$ cat src/gdrd_pkg.sv
// shared types, constants and helpers of the genotype dosage record decoder
`timescale 1ns / 1ps
`default_nettype none
package gdrd_pkg;

   localparam int MAX_SUBJECTS = 4096;
   localparam int WORD_W       = 16;
   localparam int IDX_W        = 12;
   localparam int CNT_W        = 13;
   localparam int DOSAGE_W     = 18;
   localparam int PROB0_W      = 18;
   localparam int PROB_W       = 17;
   localparam int CALC_W       = 19;
   localparam int CSR_INDEX_W  = 2;
   localparam int CSR_DATA_W   = 13;
   localparam int FIFO_DEPTH   = 4;
   localparam int FIFO_PTR_W   = $clog2(FIFO_DEPTH);

   // register indexes
   localparam logic [CSR_INDEX_W-1:0] CSR_FORMAT_MODE   = 2'd0;
   localparam logic [CSR_INDEX_W-1:0] CSR_SUBJECT_COUNT = 2'd1;

   // record formats
   localparam logic [1:0] MODE_DOSAGE  = 2'd0;
   localparam logic [1:0] MODE_PAIR    = 2'd1;
   localparam logic [1:0] MODE_FLAGGED = 2'd2;
   localparam logic [1:0] MODE_SPARE   = 2'd3;

   localparam logic [WORD_W-1:0] MISSING_WORD = 16'hFFFF;
   localparam logic [14:0]       FLAGGED_UNIT = 15'd10000;

   localparam logic signed [CALC_W-1:0] PAIR_DENOM     = 19'sd65535;
   localparam logic signed [CALC_W-1:0] FLAGGED_DENOM  = 19'sd20000;
   localparam logic signed [CALC_W-1:0] FLAGGED_TWICE  = 19'sd40000;
   localparam logic signed [CALC_W-1:0] PROB_SATURATE  = 19'sd65535;

   typedef enum logic {
      PHASE_ARRAY,
      PHASE_EXTRA
   } phase_type;

   typedef enum logic [2:0] {
      OP_DOSAGE,
      OP_PAIR,
      OP_DIRECT,
      OP_QUEUE_WRITE,
      OP_EXTRA_SHORT,
      OP_EXTRA_LONG
   } op_kind_type;

   typedef struct packed {
      op_kind_type        kind;
      logic               done;
      logic [IDX_W-1:0]   slot;
      logic [IDX_W-1:0]   subject;
      logic [WORD_W-1:0]  word_a;
      logic [WORD_W-1:0]  word_b;
      logic [WORD_W-1:0]  word_c;
   } op_type;

   typedef struct packed {
      logic [IDX_W-1:0] subject;
      logic [14:0]      dosage;
   } entry_type;

   function automatic logic signed [CALC_W-1:0] widen(input logic [WORD_W-1:0] v);
      return signed'({3'b000, v});
   endfunction

endpackage
`default_nettype wire

$ cat src/gdrd_fifo.sv
// short op queue between front and back ends
`timescale 1ns / 1ps
`default_nettype none
module gdrd_fifo import gdrd_pkg::*; (
   input  wire logic    clock,
   input  wire logic    reset,
   input  wire logic    push_valid,
   input  wire op_type  push_op,
   output logic         push_ready,
   output logic         pop_valid,
   output op_type       pop_op,
   input  wire logic    pop
);

   op_type                entry_ff [FIFO_DEPTH];
   logic [FIFO_PTR_W-1:0] wr_ptr_ff, wr_ptr_in;
   logic [FIFO_PTR_W-1:0] rd_ptr_ff, rd_ptr_in;
   logic [FIFO_PTR_W:0]   fill_ff, fill_in;
   logic                  do_push;
   logic                  do_pop;

   assign push_ready = fill_ff != (FIFO_PTR_W+1)'(FIFO_DEPTH);
   assign pop_valid  = fill_ff != '0;
   assign pop_op     = entry_ff[rd_ptr_ff];
   assign do_push    = push_valid && push_ready;
   assign do_pop     = pop && pop_valid;

   always_comb begin
      wr_ptr_in = do_push ? wr_ptr_ff + FIFO_PTR_W'(1) : wr_ptr_ff;
      rd_ptr_in = do_pop ? rd_ptr_ff + FIFO_PTR_W'(1) : rd_ptr_ff;
      fill_in   = fill_ff;
      if (do_push && !do_pop) begin
         fill_in = fill_ff + (FIFO_PTR_W+1)'(1);
      end else if (do_pop && !do_push) begin
         fill_in = fill_ff - (FIFO_PTR_W+1)'(1);
      end
   end

   always_ff @(posedge clock) begin
      if (do_push) begin
         entry_ff[wr_ptr_ff] <= push_op;
      end
   end

   always_ff @(posedge clock) begin
      if (reset) begin
         wr_ptr_ff <= '0;
         rd_ptr_ff <= '0;
         fill_ff   <= '0;
      end else begin
         wr_ptr_ff <= wr_ptr_in;
         rd_ptr_ff <= rd_ptr_in;
         fill_ff   <= fill_in;
      end
   end

endmodule
`default_nettype wire

$ cat config.mk
export PLATFORM = sky130hd
export DESIGN_NAME = gdrd_fifo
export DESIGN_NICKNAME = d
export VERILOG_FILES = /design/src/gdrd_pkg.sv /design/src/gdrd_fifo.sv
export SDC_FILE = /design/constraint.sdc
export NUM_CORES = 1
export LEC_CHECK = 0
export BUFFER_PORTS_ARGS = -buffer_cell sky130_fd_sc_hd__buf_2
export CAP_MARGIN = 10
export CORE_ASPECT_RATIO = 1.5
export CORE_UTILIZATION = 35
export DETAILED_ROUTE_END_ITERATION = 10
export GPL_TIMING_DRIVEN = 0
export PLACE_DENSITY_LB_ADDON = 0.2
export SETUP_SLACK_MARGIN = 0.15
export SKIP_CTS_REPAIR_TIMING = 1
export SKIP_LAST_GASP = 1
export SYNTH_ARGS = -nofsm -noshare
export SYNTH_HDL_FRONTEND = slang
export SYNTH_SLANG_ARGS = --single-unit
$ cat constraint.sdc
create_clock -name clock -period 3.5 [get_ports clock]
set_input_delay 0.7 -clock clock [delete_from_list [all_inputs] [get_ports clock]]
set_output_delay 0.7 -clock clock [all_outputs]
set_load 0.05 [all_outputs]
==> results.tsv <==
metric	value	unit
slew_violations	0	
dr.pass1.iters	4	
yosysMostFrequentCell	edfxtp_1	
maxSlewHeadroom	53.2	%
synthArstFlopShare	0	%
die_height	224	um
drtAntennaViolNets	0	
drc	0	
root_buffer	clkbuf_16	
vias_per_cell	4.84	
hold_class	in -> reg	
synth_edf_count	304	
power.leakage	4.60	nW
worst_hold_slack	354	ps
mappedNetlistNets	531	
min_period	2920	ps
cts_num_sinks	313	
tightestPinTransition	701	ps
grt_start_max_net_pins	46	
power	11.4	mW
antenna_found_initial	1	
fin_cells	1070	
htreeDepth	1	
overflow	0	
num_vias	5180	
clk_latency	560	ps
clockBufferDepth	3	
min_period_over_period	83.4	%
path_clk_slew	60	ps
yosysWarnings	0	
synthToLayoutAreaGrowth	20.2	%
skew	13.3	ps
hold_viol_final	0	
rows	80	
start_kind	flop	
final_nets	723	
cts_buffers	30	
cts_tree	done	
status	finished, final reports clean	
fin_area	13800	um^2
wirelength	21900	um
fin_setup_tns	0	ps
syn-cell-area	11500	um^2
worstPathRequired	2800	ps
maxCapViolCount	0	
coreArea	32000	um^2
synth_top_cell_area_share	79.5	%
synth_ff_type	edfxtp_1	
num-fill-cells	2802	
start_util	35.8	%
cp-end-kind	primary output	
drive_gt1_share	45.1	%
io_pins	158	
worstSetupPathType	reg -> out	
rsz0062_at_grt	no	
globalRouteTotalUtil	13.5	%
grt_first_pass_wirelength	33600	um
dieArea	33500	um^2
syn_avg_cell_area	25.8	um^2
synth_seq_cells	313	
ys_seq_area_share	81.1	%
yosysTopAreaCell	edfxtp_1	
max_freq	343	MHz
pre_cts_slack	982	ps
dp_cells	1015	
fin_util	43.1	%
setup_ws	581	ps
setup_viol	0	
gp_congestion	0.651	
first_iter_violations	198	
yosysUniqueCellTypes	25	
p_per_area	826	nW/um^2
place_area	12900	um^2
post-dp-hpwl	13200	um
ir_drop	0.461	mV
wl_per_cell	20.5	um
ys_top_cells_by_count	edfxtp_1 (304), mux4_2 (76), dfxtp_1 (9), nor2_1 (8)	
first_global_vias	5870	
crit_fanout	10	
syn_inst	445	
synthTopCellsByArea	edfxtp_1 (80%), mux4_2 (15%), dfxtp_1 (1.6%)	
die_w	150	um
crit_arrival	2220	ps
io_buffers	156	
==> flip-flops by register name (all words and copies together), names as in the netlist, named ones only <==
name	cells
entry_ff	304
fill_ff	3
rd_ptr_ff	2
wr_ptr_ff	2
==> critical path: stages, from the launching register on <==
cell and delay (ps):
dfxtp_1 370, buf_2 350, buf_2 350, mux4_2 360, buf_2 230
==> cells in the final DEF, fill, tap and decap left out, drive strengths merged <==
cell,n
buf,177
mux2,1
nor2,8
a21oi,1
bufinv,1
clkbuf,40
inv,3
clkinv,14
fa,1
mux2i,2
edfxtp,304
o31ai,1
ha,5
a21boi,1
mux4,76
dfxtp,9
nand2,1
xor2,4
o311ai,1
or3,2
and2,4
nand2b,2
o21ai,1
diode,1
==> kinds of logic after synthesis <==
family                   after synthesis  synth area share (%)
XOR/XNOR                               4                 0.305
adder cells (fa/ha/maj)                6                 0.720
flip-flops                           313                  81.1
buffers and inverters                 21                  1.61
multiplexers                          79                  15.2
AO/OA/AOI/OAI                          5                 0.327
AND/OR/NAND/NOR                       17                 0.730
==> where the power goes <==
group	internal, mW	switching, mW
Clock	1.68	1.30
Sequential	4.55	0.100
Combinational	1.21	2.55
Total	7.44	3.95
==> layer usage <==
metal | track usage [%] | wire [um]
met1 | 15.1 | 8220
met2 | 25.2 | 12100
met3 | 2.40 | 1040
met4 | 4.86 | 594
met5 | 0 | 0
==> layout make-up <==
cell class	instances	area [um^2]	area share (%)
clock inverter	15	97.6	0.707
buffer	18	174	1.26
antenna	1	2.50	0.0181
inverter	3	11.3	0.0816
clock buffer	39	806	5.84
tap	410	513	3.72
timing repair buffer	160	891	6.46
multi-input combinational	111	1990	14.4
sequential	313	9310	67.5
==> worst paths after layout <==
check                             from  cells after the start  slack [ps]                         to
max reg2reg    fill_ff[0]$_SDFFE_PP0P_                      8        1210    fill_ff[2]$_SDFFE_PP0P_
min                        push_op[24]                      1         350  entry_ff[2][24]$_DFFE_PP_
min reg2reg  rd_ptr_ff[0]$_SDFFE_PP0P_                      2         550  rd_ptr_ff[0]$_SDFFE_PP0P_
max                               flop                      4         580                 pop_op[36]
Power figures use the tool's default switching activity.
