## src/gdrd_pkg.sv

```systemverilog
// shared types, constants and helpers of the genotype dosage record decoder
`timescale 1ns / 1ps
`default_nettype none
package gdrd_pkg;

   localparam int MAX_SUBJECTS = 4096;
   localparam int WORD_W       = 16;
   localparam int IDX_W        = 12;
   localparam int CNT_W        = 13;
   localparam int DOSAGE_W     = 18;
   localparam int PROB0_W      = 18;
   localparam int PROB_W       = 17;
   localparam int CALC_W       = 19;
   localparam int CSR_INDEX_W  = 2;
   localparam int CSR_DATA_W   = 13;
   localparam int FIFO_DEPTH   = 4;
   localparam int FIFO_PTR_W   = $clog2(FIFO_DEPTH);

   // register indexes
   localparam logic [CSR_INDEX_W-1:0] CSR_FORMAT_MODE   = 2'd0;
   localparam logic [CSR_INDEX_W-1:0] CSR_SUBJECT_COUNT = 2'd1;

   // record formats
   localparam logic [1:0] MODE_DOSAGE  = 2'd0;
   localparam logic [1:0] MODE_PAIR    = 2'd1;
   localparam logic [1:0] MODE_FLAGGED = 2'd2;
   localparam logic [1:0] MODE_SPARE   = 2'd3;

   localparam logic [WORD_W-1:0] MISSING_WORD = 16'hFFFF;
   localparam logic [14:0]       FLAGGED_UNIT = 15'd10000;

   localparam logic signed [CALC_W-1:0] PAIR_DENOM     = 19'sd65535;
   localparam logic signed [CALC_W-1:0] FLAGGED_DENOM  = 19'sd20000;
   localparam logic signed [CALC_W-1:0] FLAGGED_TWICE  = 19'sd40000;
   localparam logic signed [CALC_W-1:0] PROB_SATURATE  = 19'sd65535;

   typedef enum logic {
      PHASE_ARRAY,
      PHASE_EXTRA
   } phase_type;

   typedef enum logic [2:0] {
      OP_DOSAGE,
      OP_PAIR,
      OP_DIRECT,
      OP_QUEUE_WRITE,
      OP_EXTRA_SHORT,
      OP_EXTRA_LONG
   } op_kind_type;

   typedef struct packed {
      op_kind_type        kind;
      logic               done;
      logic [IDX_W-1:0]   slot;
      logic [IDX_W-1:0]   subject;
      logic [WORD_W-1:0]  word_a;
      logic [WORD_W-1:0]  word_b;
      logic [WORD_W-1:0]  word_c;
   } op_type;

   typedef struct packed {
      logic [IDX_W-1:0] subject;
      logic [14:0]      dosage;
   } entry_type;

   function automatic logic signed [CALC_W-1:0] widen(input logic [WORD_W-1:0] v);
      return signed'({3'b000, v});
   endfunction

endpackage
`default_nettype wire

```

## src/gdrd_if.sv

```systemverilog
// channel interfaces: stream words in, results out, register writes
`timescale 1ns / 1ps
`default_nettype none
interface gdrd_req_if import gdrd_pkg::*; ();
   logic              valid;
   logic              ready;
   logic [WORD_W-1:0] data_word;
   modport source (output valid, output data_word, input ready);
   modport sink   (input valid, input data_word, output ready);
endinterface


interface gdrd_csr_if import gdrd_pkg::*; ();
   logic                   valid;
   logic                   ready;
   logic [CSR_INDEX_W-1:0] index;
   logic [CSR_DATA_W-1:0]  data;
   modport source (output valid, output index, output data, input ready);
   modport sink   (input valid, input index, input data, output ready);
endinterface
`default_nettype wire

```

## src/gdrd_front.sv

```systemverilog
// front end: takes stream words, tracks record framing and queue pointers, issues ops
`timescale 1ns / 1ps
`default_nettype none
module gdrd_front import gdrd_pkg::*; (
   input  wire logic   clock,
   input  wire logic   reset,
   gdrd_req_if.sink    req_bus,
   gdrd_csr_if.sink    csr_bus,
   output logic        push_valid,
   output op_type      push_op,
   input  wire logic   push_ready
);

   logic [1:0]       fmt_ff, fmt_in;
   logic [CNT_W-1:0] count_ff, count_in;
   phase_type        phase_ff, phase_in;
   logic [CNT_W-1:0] cnt_ff, cnt_in;
   logic [CNT_W-1:0] head_ff, head_in;
   logic [CNT_W-1:0] tail_ff, tail_in;
   logic [1:0]       wis_ff, wis_in;
   logic [WORD_W-1:0] held1_ff, held1_in;
   logic [WORD_W-1:0] held2_ff, held2_in;

   logic              accept;
   logic              csr_write;
   logic [WORD_W-1:0] w;
   logic [1:0]        mode;
   logic [CNT_W-1:0]  count_eff;
   logic [CNT_W-1:0]  cnt_next;
   logic [CNT_W-1:0]  head_next;
   logic              last;
   logic              head_last;
   logic              queue_empty;
   logic              tail_room;

   assign csr_bus.ready = 1'b1;
   assign req_bus.ready = push_ready && !csr_write;
   assign csr_write     = csr_bus.valid;
   assign accept        = req_bus.valid && push_ready && !csr_write;
   assign w             = req_bus.data_word;
   assign mode          = (fmt_ff == MODE_SPARE) ? MODE_FLAGGED : fmt_ff;
   assign count_eff     = (count_ff == '0) ? CNT_W'(1) :
                          (count_ff > CNT_W'(MAX_SUBJECTS)) ? CNT_W'(MAX_SUBJECTS) : count_ff;
   assign cnt_next      = cnt_ff + CNT_W'(1);
   assign last          = cnt_next >= count_eff;
   assign head_next     = head_ff + CNT_W'(1);
   assign head_last     = head_next >= tail_ff;
   assign queue_empty   = (head_ff >= tail_ff) || (head_ff >= CNT_W'(MAX_SUBJECTS));
   assign tail_room     = tail_ff < CNT_W'(MAX_SUBJECTS);

   // next state
   always_comb begin
      fmt_in   = fmt_ff;
      count_in = count_ff;
      phase_in = phase_ff;
      cnt_in   = cnt_ff;
      head_in  = head_ff;
      tail_in  = tail_ff;
      wis_in   = wis_ff;
      held1_in = held1_ff;
      held2_in = held2_ff;
      if (csr_write) begin
         if (csr_bus.index == CSR_FORMAT_MODE || csr_bus.index == CSR_SUBJECT_COUNT) begin
            if (csr_bus.index == CSR_FORMAT_MODE) begin
               fmt_in = csr_bus.data[1:0];
            end else begin
               count_in = csr_bus.data;
            end
            phase_in = PHASE_ARRAY;
            cnt_in   = '0;
            head_in  = '0;
            tail_in  = '0;
            wis_in   = '0;
         end
      end else if (accept) begin
         unique case (mode)
            MODE_DOSAGE: begin
               cnt_in = last ? '0 : cnt_next;
            end
            MODE_PAIR: begin
               if (wis_ff == 2'd0) begin
                  held1_in = w;
                  wis_in   = 2'd1;
               end else begin
                  wis_in = 2'd0;
                  cnt_in = last ? '0 : cnt_next;
               end
            end
            default: begin
               if (phase_ff == PHASE_ARRAY) begin
                  cnt_in = last ? '0 : cnt_next;
                  if (w[15]) begin
                     if (tail_room) begin
                        tail_in = tail_ff + CNT_W'(1);
                     end
                     if (last) begin
                        phase_in = PHASE_EXTRA;
                        wis_in   = 2'd0;
                     end
                  end else if (last) begin
                     if (tail_ff > head_ff) begin
                        phase_in = PHASE_EXTRA;
                        wis_in   = 2'd0;
                     end else begin
                        phase_in = PHASE_ARRAY;
                        head_in  = '0;
                        tail_in  = '0;
                        wis_in   = '0;
                     end
                  end
               end else if (queue_empty) begin
                  phase_in = PHASE_ARRAY;
                  cnt_in   = '0;
                  head_in  = '0;
                  tail_in  = '0;
                  wis_in   = '0;
               end else begin
                  priority if (wis_ff == 2'd0 && w[15]) begin
                     held1_in = {1'b0, w[14:0]};
                     wis_in   = 2'd1;
                  end else if (wis_ff == 2'd1) begin
                     held2_in = w;
                     wis_in   = 2'd2;
                  end else begin
                     wis_in  = 2'd0;
                     head_in = head_next;
                     if (head_last) begin
                        phase_in = PHASE_ARRAY;
                        cnt_in   = '0;
                        head_in  = '0;
                        tail_in  = '0;
                     end
                  end
               end
            end
         endcase
      end
   end

   // ops towards the back end
   always_comb begin
      push_valid     = 1'b0;
      push_op        = '0;
      push_op.kind   = OP_DOSAGE;
      push_op.subject = cnt_ff[IDX_W-1:0];
      push_op.slot   = head_ff[IDX_W-1:0];
      push_op.done   = last;
      push_op.word_a = w;
      if (accept) begin
         unique case (mode)
            MODE_DOSAGE: begin
               push_valid = 1'b1;
            end
            MODE_PAIR: begin
               push_valid     = wis_ff != 2'd0;
               push_op.kind   = OP_PAIR;
               push_op.word_a = held1_ff;
               push_op.word_b = w;
            end
            default: begin
               if (phase_ff == PHASE_ARRAY) begin
                  if (w[15]) begin
                     push_valid   = tail_room;
                     push_op.kind = OP_QUEUE_WRITE;
                     push_op.slot = tail_ff[IDX_W-1:0];
                  end else begin
                     push_valid   = 1'b1;
                     push_op.kind = OP_DIRECT;
                     push_op.done = last && !(tail_ff > head_ff);
                  end
               end else if (!queue_empty) begin
                  push_op.done = head_last;
                  priority if (wis_ff == 2'd0 && w[15]) begin
                     push_valid = 1'b0;
                  end else if (wis_ff == 2'd0) begin
                     push_valid   = 1'b1;
                     push_op.kind = OP_EXTRA_SHORT;
                  end else if (wis_ff == 2'd1) begin
                     push_valid = 1'b0;
                  end else begin
                     push_valid     = 1'b1;
                     push_op.kind   = OP_EXTRA_LONG;
                     push_op.word_a = held1_ff;
                     push_op.word_b = held2_ff;
                     push_op.word_c = w;
                  end
               end
            end
         endcase
      end
   end

   always_ff @(posedge clock) begin
      if (reset) begin
         fmt_ff   <= MODE_FLAGGED;
         count_ff <= CNT_W'(1);
         phase_ff <= PHASE_ARRAY;
         cnt_ff   <= '0;
         head_ff  <= '0;
         tail_ff  <= '0;
         wis_ff   <= '0;
         held1_ff <= '0;
         held2_ff <= '0;
      end else begin
         fmt_ff   <= fmt_in;
         count_ff <= count_in;
         phase_ff <= phase_in;
         cnt_ff   <= cnt_in;
         head_ff  <= head_in;
         tail_ff  <= tail_in;
         wis_ff   <= wis_in;
         held1_ff <= held1_in;
         held2_ff <= held2_in;
      end
   end

endmodule
`default_nettype wire

```

## src/flat_wrapper.sv

```systemverilog
// flat-port wrapper written by rule: the top's interface ports become plain ports
module gdrd_front_flat import gdrd_pkg::*;
  (clock, reset, push_valid, push_op, push_ready, req_bus_valid, req_bus_data_word, req_bus_ready, csr_bus_valid, csr_bus_index, csr_bus_data, csr_bus_ready);
  gdrd_req_if req_bus_i ();
  gdrd_csr_if csr_bus_i ();
  input  wire logic clock;
  input  wire logic reset;
  output logic push_valid;
  output op_type push_op;
  input  wire logic push_ready;
  input wire logic [$bits(req_bus_i.valid)-1:0] req_bus_valid;
  input wire logic [$bits(req_bus_i.data_word)-1:0] req_bus_data_word;
  output wire logic [$bits(req_bus_i.ready)-1:0] req_bus_ready;
  input wire logic [$bits(csr_bus_i.valid)-1:0] csr_bus_valid;
  input wire logic [$bits(csr_bus_i.index)-1:0] csr_bus_index;
  input wire logic [$bits(csr_bus_i.data)-1:0] csr_bus_data;
  output wire logic [$bits(csr_bus_i.ready)-1:0] csr_bus_ready;
  assign req_bus_i.valid = req_bus_valid;
  assign req_bus_i.data_word = req_bus_data_word;
  assign req_bus_ready = req_bus_i.ready;
  assign csr_bus_i.valid = csr_bus_valid;
  assign csr_bus_i.index = csr_bus_index;
  assign csr_bus_i.data = csr_bus_data;
  assign csr_bus_ready = csr_bus_i.ready;
  gdrd_front u_core (.clock(clock), .reset(reset), .req_bus(req_bus_i), .csr_bus(csr_bus_i), .push_valid(push_valid), .push_op(push_op), .push_ready(push_ready));
endmodule
```

## config.mk

```make
export PLATFORM = sky130hd
export DESIGN_NAME = gdrd_front_flat
export DESIGN_NICKNAME = d
export VERILOG_FILES = /design/src/gdrd_pkg.sv /design/src/gdrd_if.sv /design/src/gdrd_front.sv /design/src/flat_wrapper.sv
export SDC_FILE = /design/constraint.sdc
export NUM_CORES = 1
export LEC_CHECK = 0
export BUFFER_PORTS_ARGS = -buffer_cell sky130_fd_sc_hd__buf_2
export CORE_UTILIZATION = 55
export CTS_BUF_LIST = sky130_fd_sc_hd__clkbuf_4
export DETAILED_ROUTE_END_ITERATION = 10
export PLACE_DENSITY = 0.83
export SETUP_SLACK_MARGIN = 0.05
export SYNTH_ARGS = -nofsm -noshare
export SYNTH_HDL_FRONTEND = slang
export SYNTH_SLANG_ARGS = --single-unit
```

## constraint.sdc

```tcl
create_clock -name clock -period 4.5 [get_ports clock]
set_input_delay 0.675 -clock clock [delete_from_list [all_inputs] [get_ports clock]]
set_output_delay 0.675 -clock clock [all_outputs]
set_load 0.05 [all_outputs]
```

==> results.py, run 1 <==
metrics = {
    "run_status": {
        "status": "finished, final reports clean",
    },
    "clocking": {
        "insertion_delay_ns": 0.47,
        "cts_sinks": 89,
        "cts_buffers": 9,
        "clockRootBuffer": "clkbuf_4",
        "clk_pin_slew_ns": 0.16,
        "h-tree-depth": 3,
        "cts_tree": "built",
        "clk_path_buf_depth": 2,
    },
    "hold_path": {
        "min_path_type": "input port to flip-flop",
    },
    "detailed_routing": {
        "totalWireLength_um": 16070,
        "vias": 5910,
        "drt_iter0_drc": 550,
        "dr.pass1.iters": 8,
        "ant_nets": 0,
        "drc": 0,
        "vias_per_cell": 5.916,
        "wl_per_cell_um": 16.08,
    },
    "global_route": {
        "antenna_found_initial": 1,
        "grt_pass1_wl_um": 25580,
        "grt-ovfl-total": 0,
        "grt_pass1_vias": 5304,
        "grt_max_degree": 83,
        "track_usage": 0.2769,
    },
    "yosys": {
        "ys_seq_area_frac": 0.2895,
        "ys_ff_latch": 89,
        "synth_enable_flop_cells": 0,
        "synth_top_cells_by_count": "nand2_1 (94), nor2_1 (91), dfxtp_1 (89), ha_1 (42), a21oi_1 (40)",
        "ys_types": 66,
        "ys_async_sr_fraction": 0,
        "synthCells": 766,
        "syn-num-nets": 844,
        "syn_avg_cell_area_um2": 8.033,
        "netlist_area_um2": 6153,
        "yosysMostFrequentCell": "nand2_1",
        "yosys_most_used_dff": "dfxtp_1",
        "synth_top_area_frac": 0.2895,
        "ys_top_cells_by_area": "dfxtp_1 (29%), ha_1 (8.5%), nand2_1 (5.7%), nor2_1 (5.6%), mux2i_1 (5.5%)",
        "ys_warn_count": 0,
        "synth.largest_area_cell": "dfxtp_1",
    },
    "critical_path": {
        "end_kind": "primary output",
        "crit_slowest_cell": "or3_1",
        "cp_max_fo": 6,
        "criticalPathCategory": "flip-flop to primary output",
        "crit_required_ns": 3.83,
        "cpPeakStageDelay_ns": 0.45,
        "cp_cell_sequence": "ha_2 -> nand3_2 -> or2_2 -> or3_1 -> nor2_1 -> xor2_1 -> ha_1 -> and3_1 -> nand4_1 -> o21ai_2 -> a21oi_2 -> nor3_2 -> buf_4",
        "rrSetupSlack_ns": 0.45,
        "start_kind": "flip-flop",
        "critPathArrivalTime_ns": 3.73,
    },
    "floorplan": {
        "fp.dieArea_um2": 11620,
        "core_region_area_um2": 10890,
        "io_pins": 115,
        "row_count": 38,
        "die_w_um": 107.8,
        "start_util": 0.5652,
        "die_y_um": 107.8,
    },
    "placed_design": {
        "io_buffers": 113,
        "place.gp.congestion": 0.9064,
        "hpwl_um": 11580,
    },
    "sta": {
        "drv_slew": 0,
        "setup_viol": 0,
        "finalWorstPathRequiredPeriod_ns": 4.406,
        "timing.slew.headroom": 0.2869,
        "worst_pin_slew_ns": 1.062,
        "hold_viol": 0,
        "finalCritPeriodShare": 0.9791,
        "finClkSkew_ns": 0.02088,
        "max_freq_mhz": 227.0,
        "hold_ws_ns": 0.4162,
        "rsz0062_at_grt": "yes",
    },
    "finish": {
        "drive_gt1_frac": 0.2375,
        "fillers": 997,
        "syn_to_final_growth_pct": 11.79,
        "insertedDiodeCount": 0,
        "fin_nets": 932,
        "finish.utilization": 0.6318,
    },
    "power": {
        "leakage_nw": 2.895,
        "power.density_nw_per_um2": 218.2,
        "ir_drop_v": 0.0001490,
    },
    "run": {
        "maxCapViolCount": 0,
    },
}
[worst paths after layout]
check,from,to,cells after the start
hold / removal,csr_bus_data[8],u_core.count_ff[8],3
hold reg to reg,u_core.count_ff[12],u_core.count_ff[12],2
setup reg to reg,u_core.head_ff[1],u_core.cnt_ff[1],14
setup / recovery,u_core.cnt_ff[0],push_op[72],13
[cell families (layout without fill, tap and decap cells)]
group	count (synthesis)	after routing	share of synthesized area
and+or+nand+nor	306	306	0.2367
AOI/OAI and AO/OA	169	169	0.1897
DFF	89	89	0.2895
buffers and inverters	84	177	0.07666
muxes	53	53	0.09008
adders and majority gates	42	42	0.08540
xor gates and xnor gates	22	22	0.03131
other	1	1	0.0006094
[flip-flops by register name, summed over array words and instances, names as in the netlist]
signal	count
u_core.held1_ff	16
u_core.phase_ff	1
u_core.held2_ff	16
u_core.head_ff	13
u_core.wis_ff	2
u_core.fmt_ff	2
u_core.cnt_ff	13
u_core.count_ff	13
u_core.tail_ff	13
[layer usage]
metal	up-vias	routed length, um	track usage
met5	-	0	0
met4	0	261	0.09100
met3	29	1138	0.04903
met2	235	7490	0.4446
met1	2754	7177	0.3731
li1	2892	-	-
[placed cells by master, fill, tap and decap left out, types with 17 or more instances in the layout]
| cell | count |
|---|---|
| buf_2 | 112 |
| nand2_1 | 94 |
| nor2_1 | 91 |
| dfxtp_1 | 83 |
| ha_1 | 41 |
| a21oi_1 | 39 |
| mux2i_1 | 34 |
| inv_1 | 32 |
| o21ai_0 | 29 |
| nand3_1 | 19 |
| and2_1 | 19 |
| mux2_2 | 19 |
| buf_4 | 17 |
[report_power, final]
part	total, mW	internal (mW)	leakage (nW)	switching (mW)
sequential	0.803	0.794	0.721	0.00842
clock	0.465	0.167	0.0636	0.298
combinational	0.233	0.0688	2.11	0.165
[critical path: cells and delay by family, from the launching register on]
family	cells	cell delay, ns
flip-flops	1	0.40
AO/OA/AOI/OAI	2	0.36
adder cells (fa/ha/maj)	2	0.50
buffers and inverters	1	0.24
AND/OR/NAND/NOR	7	1.65
XOR/XNOR	1	0.10
[metrics by stage]
| stage | instance area (um^2) | TNS (ns) | instances | setup slack (ns) | power, mW |
|---|---|---|---|---|---|
| 2_1_floorplan | 6153 | 0 | 766 | 0.05250 | 0.9813 |
| 3_3_place_gp | 6634 | 0 | 978 | 0.3811 | 1.041 |
| 3_5_place_dp | 6634 | 0 | 978 | 0.2547 | 1.044 |
| 4_1_cts | 6798 | -0.04648 | 995 | -0.04648 | 1.499 |
| 5_1_grt | 6879 | -0.1007 | 999 | -0.1007 | 1.559 |
| 6_report | 6879 | 0 | 999 | 0.09419 | 1.501 |
[final cells by class]
| cell class | count | area [um^2] | share of cell area |
|---|---|---|---|
| Clock buffer | 9 | 67.56 | 0.009822 |
| Clock inverter | 7 | 68.82 | 0.01000 |
| Inverter | 32 | 120.1 | 0.01746 |
| Multi-Input combinational cell | 593 | 3968 | 0.5768 |
| Sequential cell | 89 | 1792 | 0.2605 |
| Tap cell | 140 | 175.2 | 0.02546 |
| Timing Repair Buffer | 129 | 688.2 | 0.1000 |
[what timing repair did]
action / CTS / global route
pin swaps: 2 / 3
gates resized for setup: 7 / 18
cloned: 0 / 0
endpoints found under the setup margin: 17 / 34
setup buffers: 1 / 4
hold buffers: 0 / 0
Power figures use the tool's default switching activity.
==> inputs of run 2 (changes only) <==
--- a/config.mk
+++ b/config.mk
@@ -6,10 +6,12 @@
 export NUM_CORES = 1
 export LEC_CHECK = 0
 export BUFFER_PORTS_ARGS = -buffer_cell sky130_fd_sc_hd__buf_2
-export CORE_UTILIZATION = 55
+export CELL_PAD_IN_SITES_DETAIL_PLACEMENT = 0
+export CELL_PAD_IN_SITES_GLOBAL_PLACEMENT = 2
+export CORE_UTILIZATION = 34
 export CTS_BUF_LIST = sky130_fd_sc_hd__clkbuf_4
 export DETAILED_ROUTE_END_ITERATION = 10
-export PLACE_DENSITY = 0.83
+export PLACE_DENSITY = 0.87
 export SETUP_SLACK_MARGIN = 0.05
 export SYNTH_ARGS = -nofsm -noshare
 export SYNTH_HDL_FRONTEND = slang
==> results.py, run 2 (synthesis results as in run 1) <==
metrics = {
    "sta": {
        "worst_pin_slew_ns": 1.020,
        "hold_viol": 0,
        "drv_slew": 0,
        "fin_ws_ns": 0.2468,
        "rsz0062_at_grt": "yes",
        "finalCritPeriodShare": 0.9452,
        "finalWorstPathRequiredPeriod_ns": 4.253,
        "setup_tns_ns": 0,
        "timing.slew.headroom": 0.3150,
        "finClkSkew_ns": 0.01881,
        "setup_viol": 0,
        "max_freq_mhz": 235.1,
    },
    "hold_path": {
        "min_path_cells": 3,
        "min_from": "csr_bus_data[6]",
        "min_path_type": "input port to flip-flop",
        "hold_end": "u_core.count_ff[6]",
    },
    "finish": {
        "drive_gt1_frac": 0.2468,
        "fin_nets": 937,
        "largestRegisters": "u_core.held1_ff: 16 flops, u_core.held2_ff: 16 flops",
        "design_area_um2": 7079,
        "finish.utilization": 0.4051,
        "layout_common_cells": "buf_2 (111), nand2_1 (94), nor2_1 (90)",
        "final_common_cell": "buf_2",
        "syn_to_final_growth_pct": 15.05,
    },
    "critical_path": {
        "cpPeakStageDelay_ns": 0.42,
        "start_kind": "flip-flop",
        "r2r_cells": 13,
        "r2r_start": "u_core.head_ff[2]",
        "cp_cell_sequence": "ha_2 -> nand3_1 -> or2_4 -> or3_4 -> nor2_2 -> xor2_1 -> ha_1 -> and3_1 -> nand4_1 -> o21ai_2 -> a21oi_1 -> nor3_2 -> buf_6",
        "end_kind": "primary output",
        "crit_slowest_cell": "or3_4",
        "criticalPathCategory": "flip-flop to primary output",
        "cp_max_fo": 5,
        "rr_endpoint": "u_core.cnt_ff[1]",
        "path_delay_family": "simple AND/OR/NAND/NOR gates",
        "critPathBufInv": 1,
        "rrSetupSlack_ns": 0.54,
        "critPathArrivalTime_ns": 3.58,
        "crit_required_ns": 3.83,
    },
    "power": {
        "leakage_nw": 2.950,
        "ir_drop_v": 0.0001340,
        "power.density_nw_per_um2": 221.6,
    },
    "floorplan": {
        "core_region_area_um2": 17480,
        "die_w_um": 136.5,
        "io_pins": 115,
        "row_count": 48,
        "die_y_um": 136.5,
        "start_util": 0.3521,
        "fp.dieArea_um2": 18640,
    },
    "detailed_routing": {
        "ant_nets": 0,
        "vias_per_cell": 5.335,
        "drt_iter0_drc": 327,
        "totalWireLength_um": 17770,
        "wl_per_cell_um": 16.31,
        "drc": 0,
        "vias": 5810,
        "dr.pass1.iters": 5,
    },
    "global_route": {
        "grt-ovfl-total": 0,
        "grt_pass1_wl_um": 28000,
        "track_usage": 0.1947,
        "antenna_found_initial": 2,
        "grt_max_degree": 83,
        "grt_pass1_vias": 5227,
    },
    "clocking": {
        "clk_path_buf_depth": 2,
        "clockRootBuffer": "clkbuf_4",
        "insertion_delay_ns": 0.50,
        "cts_buffers": 9,
        "h-tree-depth": 3,
        "cts_tree": "built",
        "clk_pin_slew_ns": 0.15,
        "cts_sinks": 89,
    },
    "run": {
        "maxCapViolCount": 0,
    },
    "placed_design": {
        "pre_cts_slack_ns": 0.2056,
        "place_area_um2": 6770,
        "hpwl_um": 13010,
        "io_buffers": 113,
        "place.gp.congestion": 0.8033,
    },
    "run_status": {
        "status": "finished, final reports clean",
    },
}
## run 2: cell types whose count changed in the layout (fill, tap and decap cells not counted), sizes merged
cell      delta
buf          +5
clkinvlp     -2
bufinv       +1
clkbuf       +1
diode        +1
inv          -1
## run 2: through the flow
step           instances  hold WS, ns  total power [mW]
2_1_floorplan        766       0.4413            0.9813
3_3_place_gp        1067       0.4629             1.051
3_5_place_dp        1067       0.4662             1.050
4_1_cts             1084       0.3790             1.583
5_1_grt             1089       0.3975             1.639
6_report            1089       0.3939             1.569
## run 2: worst max path at each step
stage / startpoint / endpoint / slack, ns / cells past startpoint
finish: u_core.cnt_ff[0] / push_op[72] / 0.25 / 13
global route: u_core.head_ff[1] / push_op[72] / 0.03 / 15
CTS: u_core.cnt_ff[0] / push_op[72] / 0.07 / 13
detailed placement: u_core.head_ff[1] / push_op[72] / 0.21 / 13
global placement: u_core.head_ff[0] / push_op[72] / 0.30 / 13
floorplan: u_core.cnt_ff[0] / push_op[72] / 0.05 / 12
## run 2: final cells by class
type	instances	area [um^2]
Antenna cell	1	2.502
Clock buffer	10	75.07
Clock inverter	5	81.33
Fill cell	1875	10400
Inverter	32	120.1
Multi-Input combinational cell	593	3990
Sequential cell	89	1797
Tap cell	225	281.5
Timing Repair Buffer	134	732.0
## run 2: where the power goes
group	switching (mW)	leakage [nW]	internal (mW)
Sequential	0.00838	0.722	0.793
Clock	0.302	0.0825	0.228
Combinational	0.167	2.15	0.0702
## run 2: routing by layer
metal  track usage  routed length (um)  up-vias
met3       0.03815                 723       23
met4       0.05741                 260        2
met1        0.2679                8637     2755
met2        0.3057                8130      127
li1              -                   -     2903
met5             0                  13        -
## run 2: tightest hold or removal path: cells and delay by family
kind | cells | cell delay, ns
buf+inv | 1 | 0.09
compound gates | 1 | 0.05
simple gates | 1 | 0.05
## run 2: repair_timing
| action | CTS | global route |
|---|---|---|
| cloned | 0 | 0 |
| endpoints found under the setup margin | 17 | 26 |
| pin swaps | 2 | 9 |
| setup buffers | 2 | 4 |
| hold buffers | 0 | 0 |
| resized for setup | 16 | 17 |
==> inputs of run 3 (changes only) <==
--- a/config.mk
+++ b/config.mk
@@ -8,10 +8,10 @@
 export BUFFER_PORTS_ARGS = -buffer_cell sky130_fd_sc_hd__buf_2
 export CELL_PAD_IN_SITES_DETAIL_PLACEMENT = 0
 export CELL_PAD_IN_SITES_GLOBAL_PLACEMENT = 2
-export CORE_UTILIZATION = 34
+export CORE_UTILIZATION = 36
 export CTS_BUF_LIST = sky130_fd_sc_hd__clkbuf_4
 export DETAILED_ROUTE_END_ITERATION = 10
-export PLACE_DENSITY = 0.87
+export PLACE_DENSITY = 0.91
 export SETUP_SLACK_MARGIN = 0.05
 export SYNTH_ARGS = -nofsm -noshare
 export SYNTH_HDL_FRONTEND = slang
==> constraint.sdc (replaced) <==
create_clock -name clock -period 5.5 [get_ports clock]
set_input_delay 0.825 -clock clock [delete_from_list [all_inputs] [get_ports clock]]
set_output_delay 0.825 -clock clock [all_outputs]
set_load 0.05 [all_outputs]
==> results.py, run 3 (synthesis results as in run 1) <==
metrics = {
    "run_status": {
        "status": "finished, final reports clean",
    },
    "critical_path": {
        "criticalPathCategory": "flip-flop to primary output",
        "critPathArrivalTime_ns": 4.19,
        "cp_cell_sequence": "ha_1 -> and3_1 -> nand3_1 -> or3_1 -> xnor2_1 -> ha_1 -> and2_1 -> a221oi_2 -> o211ai_1 -> a211o_1 -> nor3_1 -> nor3_1 -> buf_2",
        "critPathBufInv": 1,
        "worst-path-stages": 13,
        "crit_required_ns": 4.68,
        "cp_max_fo": 8,
        "path_delay_family": "simple AND/OR/NAND/NOR gates",
        "cpPeakStageDelay_ns": 0.44,
        "r2r_cells": 14,
        "crit_slowest_cell": "dfxtp_1",
        "r2r_start": "u_core.cnt_ff[0]",
        "end_kind": "primary output",
        "rrSetupSlack_ns": 0.86,
        "rr_endpoint": "u_core.tail_ff[1]",
        "start_kind": "flip-flop",
    },
    "finish": {
        "design_area_um2": 6938,
        "multi_input_area_um2": 3909,
        "finish.utilization": 0.4169,
        "final_common_cell": "buf_2",
        "drive_gt1_frac": 0.2089,
        "finalNonFillerCells": 1073,
        "layout_common_cells": "buf_2 (113), nand2_1 (94), nor2_1 (91)",
        "fin_nets": 925,
        "fillers": 1776,
        "largestRegisters": "u_core.held1_ff: 16 flops, u_core.held2_ff: 16 flops",
        "syn_to_final_growth_pct": 12.75,
        "seq_area_um2": 1782,
    },
    "power": {
        "finalPower_mw": 1.384,
        "ir_drop_v": 0.0001348,
        "power.density_nw_per_um2": 199.5,
        "leakage_nw": 2.906,
    },
    "global_route": {
        "grt_max_degree": 83,
        "grt-ovfl-total": 0,
        "grt_pass1_wl_um": 27580,
        "track_usage": 0.1960,
        "grt_pass1_vias": 5200,
        "antenna_found_initial": 2,
    },
    "sta": {
        "hold_viol": 0,
        "setup_tns_ns": 0,
        "hold_ws_ns": 0.4852,
        "fin_ws_ns": 0.4875,
        "finClkSkew_ns": 0.02095,
        "finalCritPeriodShare": 0.9114,
        "setup_viol": 0,
        "worst_pin_slew_ns": 1.040,
        "drv_slew": 0,
        "rsz0062_at_grt": "no",
        "finalWorstPathRequiredPeriod_ns": 5.013,
        "timing.slew.headroom": 0.3015,
        "max_freq_mhz": 199.5,
    },
    "placed_design": {
        "place_area_um2": 6719,
        "place.gp.congestion": 0.8021,
        "placedCellCount": 1056,
        "io_buffers": 113,
        "hpwl_um": 12380,
        "pre_cts_slack_ns": 0.8694,
    },
    "clocking": {
        "clk_pin_slew_ns": 0.16,
        "cts_tree": "built",
        "insertion_delay_ns": 0.49,
        "clk_path_buf_depth": 2,
        "clockRootBuffer": "clkbuf_4",
        "h-tree-depth": 3,
        "cts_buffers": 9,
        "post-cts-setup-buffers": 0,
        "hold_buffers": 0,
        "cts_resized": 0,
        "cts_sinks": 89,
    },
    "run": {
        "maxCapViolCount": 0,
    },
    "detailed_routing": {
        "drt_iter0_drc": 259,
        "dr.pass1.iters": 5,
        "ant_nets": 0,
        "wl_per_cell_um": 15.84,
        "drc": 0,
        "totalWireLength_um": 17000,
        "vias": 5695,
        "vias_per_cell": 5.308,
    },
    "floorplan": {
        "die_y_um": 132.7,
        "start_util": 0.3697,
        "die_w_um": 132.7,
        "core_region_area_um2": 16640,
        "io_pins": 115,
        "fp.dieArea_um2": 17620,
        "row_count": 47,
    },
    "hold_path": {
        "hold_end": "u_core.count_ff[8]",
        "min_from": "u_core.count_ff[8]",
        "min_path_cells": 2,
        "min_path_type": "flip-flop to flip-flop",
    },
}
==> run 3: power breakdown <==
group | internal [mW] | switching, mW | total, mW
clock network | 0.282 | 0.259 | 0.541
registers | 0.650 | 0.00647 | 0.657
logic | 0.0527 | 0.133 | 0.186
total | 0.985 | 0.399 | 1.38
==> run 3: layout make-up <==
type	count	area share
inverter	32	0.01731
timing repair buffer	122	0.09125
clock buffer	9	0.009739
multi-input combinational	593	0.5634
clock inverter	7	0.02146
tap	220	0.03968
antenna	1	0.0003607
sequential	89	0.2568
==> run 3: routing by layer <==
| layer | global-route usage | routed length, um |
|---|---|---|
| met1 | 0.2642 | 8264 |
| met5 | 0 | 13 |
| met2 | 0.3164 | 7786 |
| met3 | 0.03755 | 688 |
| met4 | 0.05747 | 246 |
==> run 3: tightest hold or removal path, cell delays in order (launching register included) <==
cell and delay (ns):
dfxtp_1 0.35, nand2_1 0.06, a21oi_1 0.05
==> run 3: worst max path at each step <==
stage               slack, ns               from                end
floorplan                0.90   u_core.cnt_ff[0]        push_op[72]
global placement         0.98   u_core.cnt_ff[0]  u_core.tail_ff[1]
detailed placement       0.87   u_core.cnt_ff[0]  u_core.tail_ff[1]
CTS                      0.47  u_core.head_ff[1]        push_op[72]
global route             0.17  u_core.head_ff[0]        push_op[72]
finish                   0.49  u_core.head_ff[1]        push_op[72]
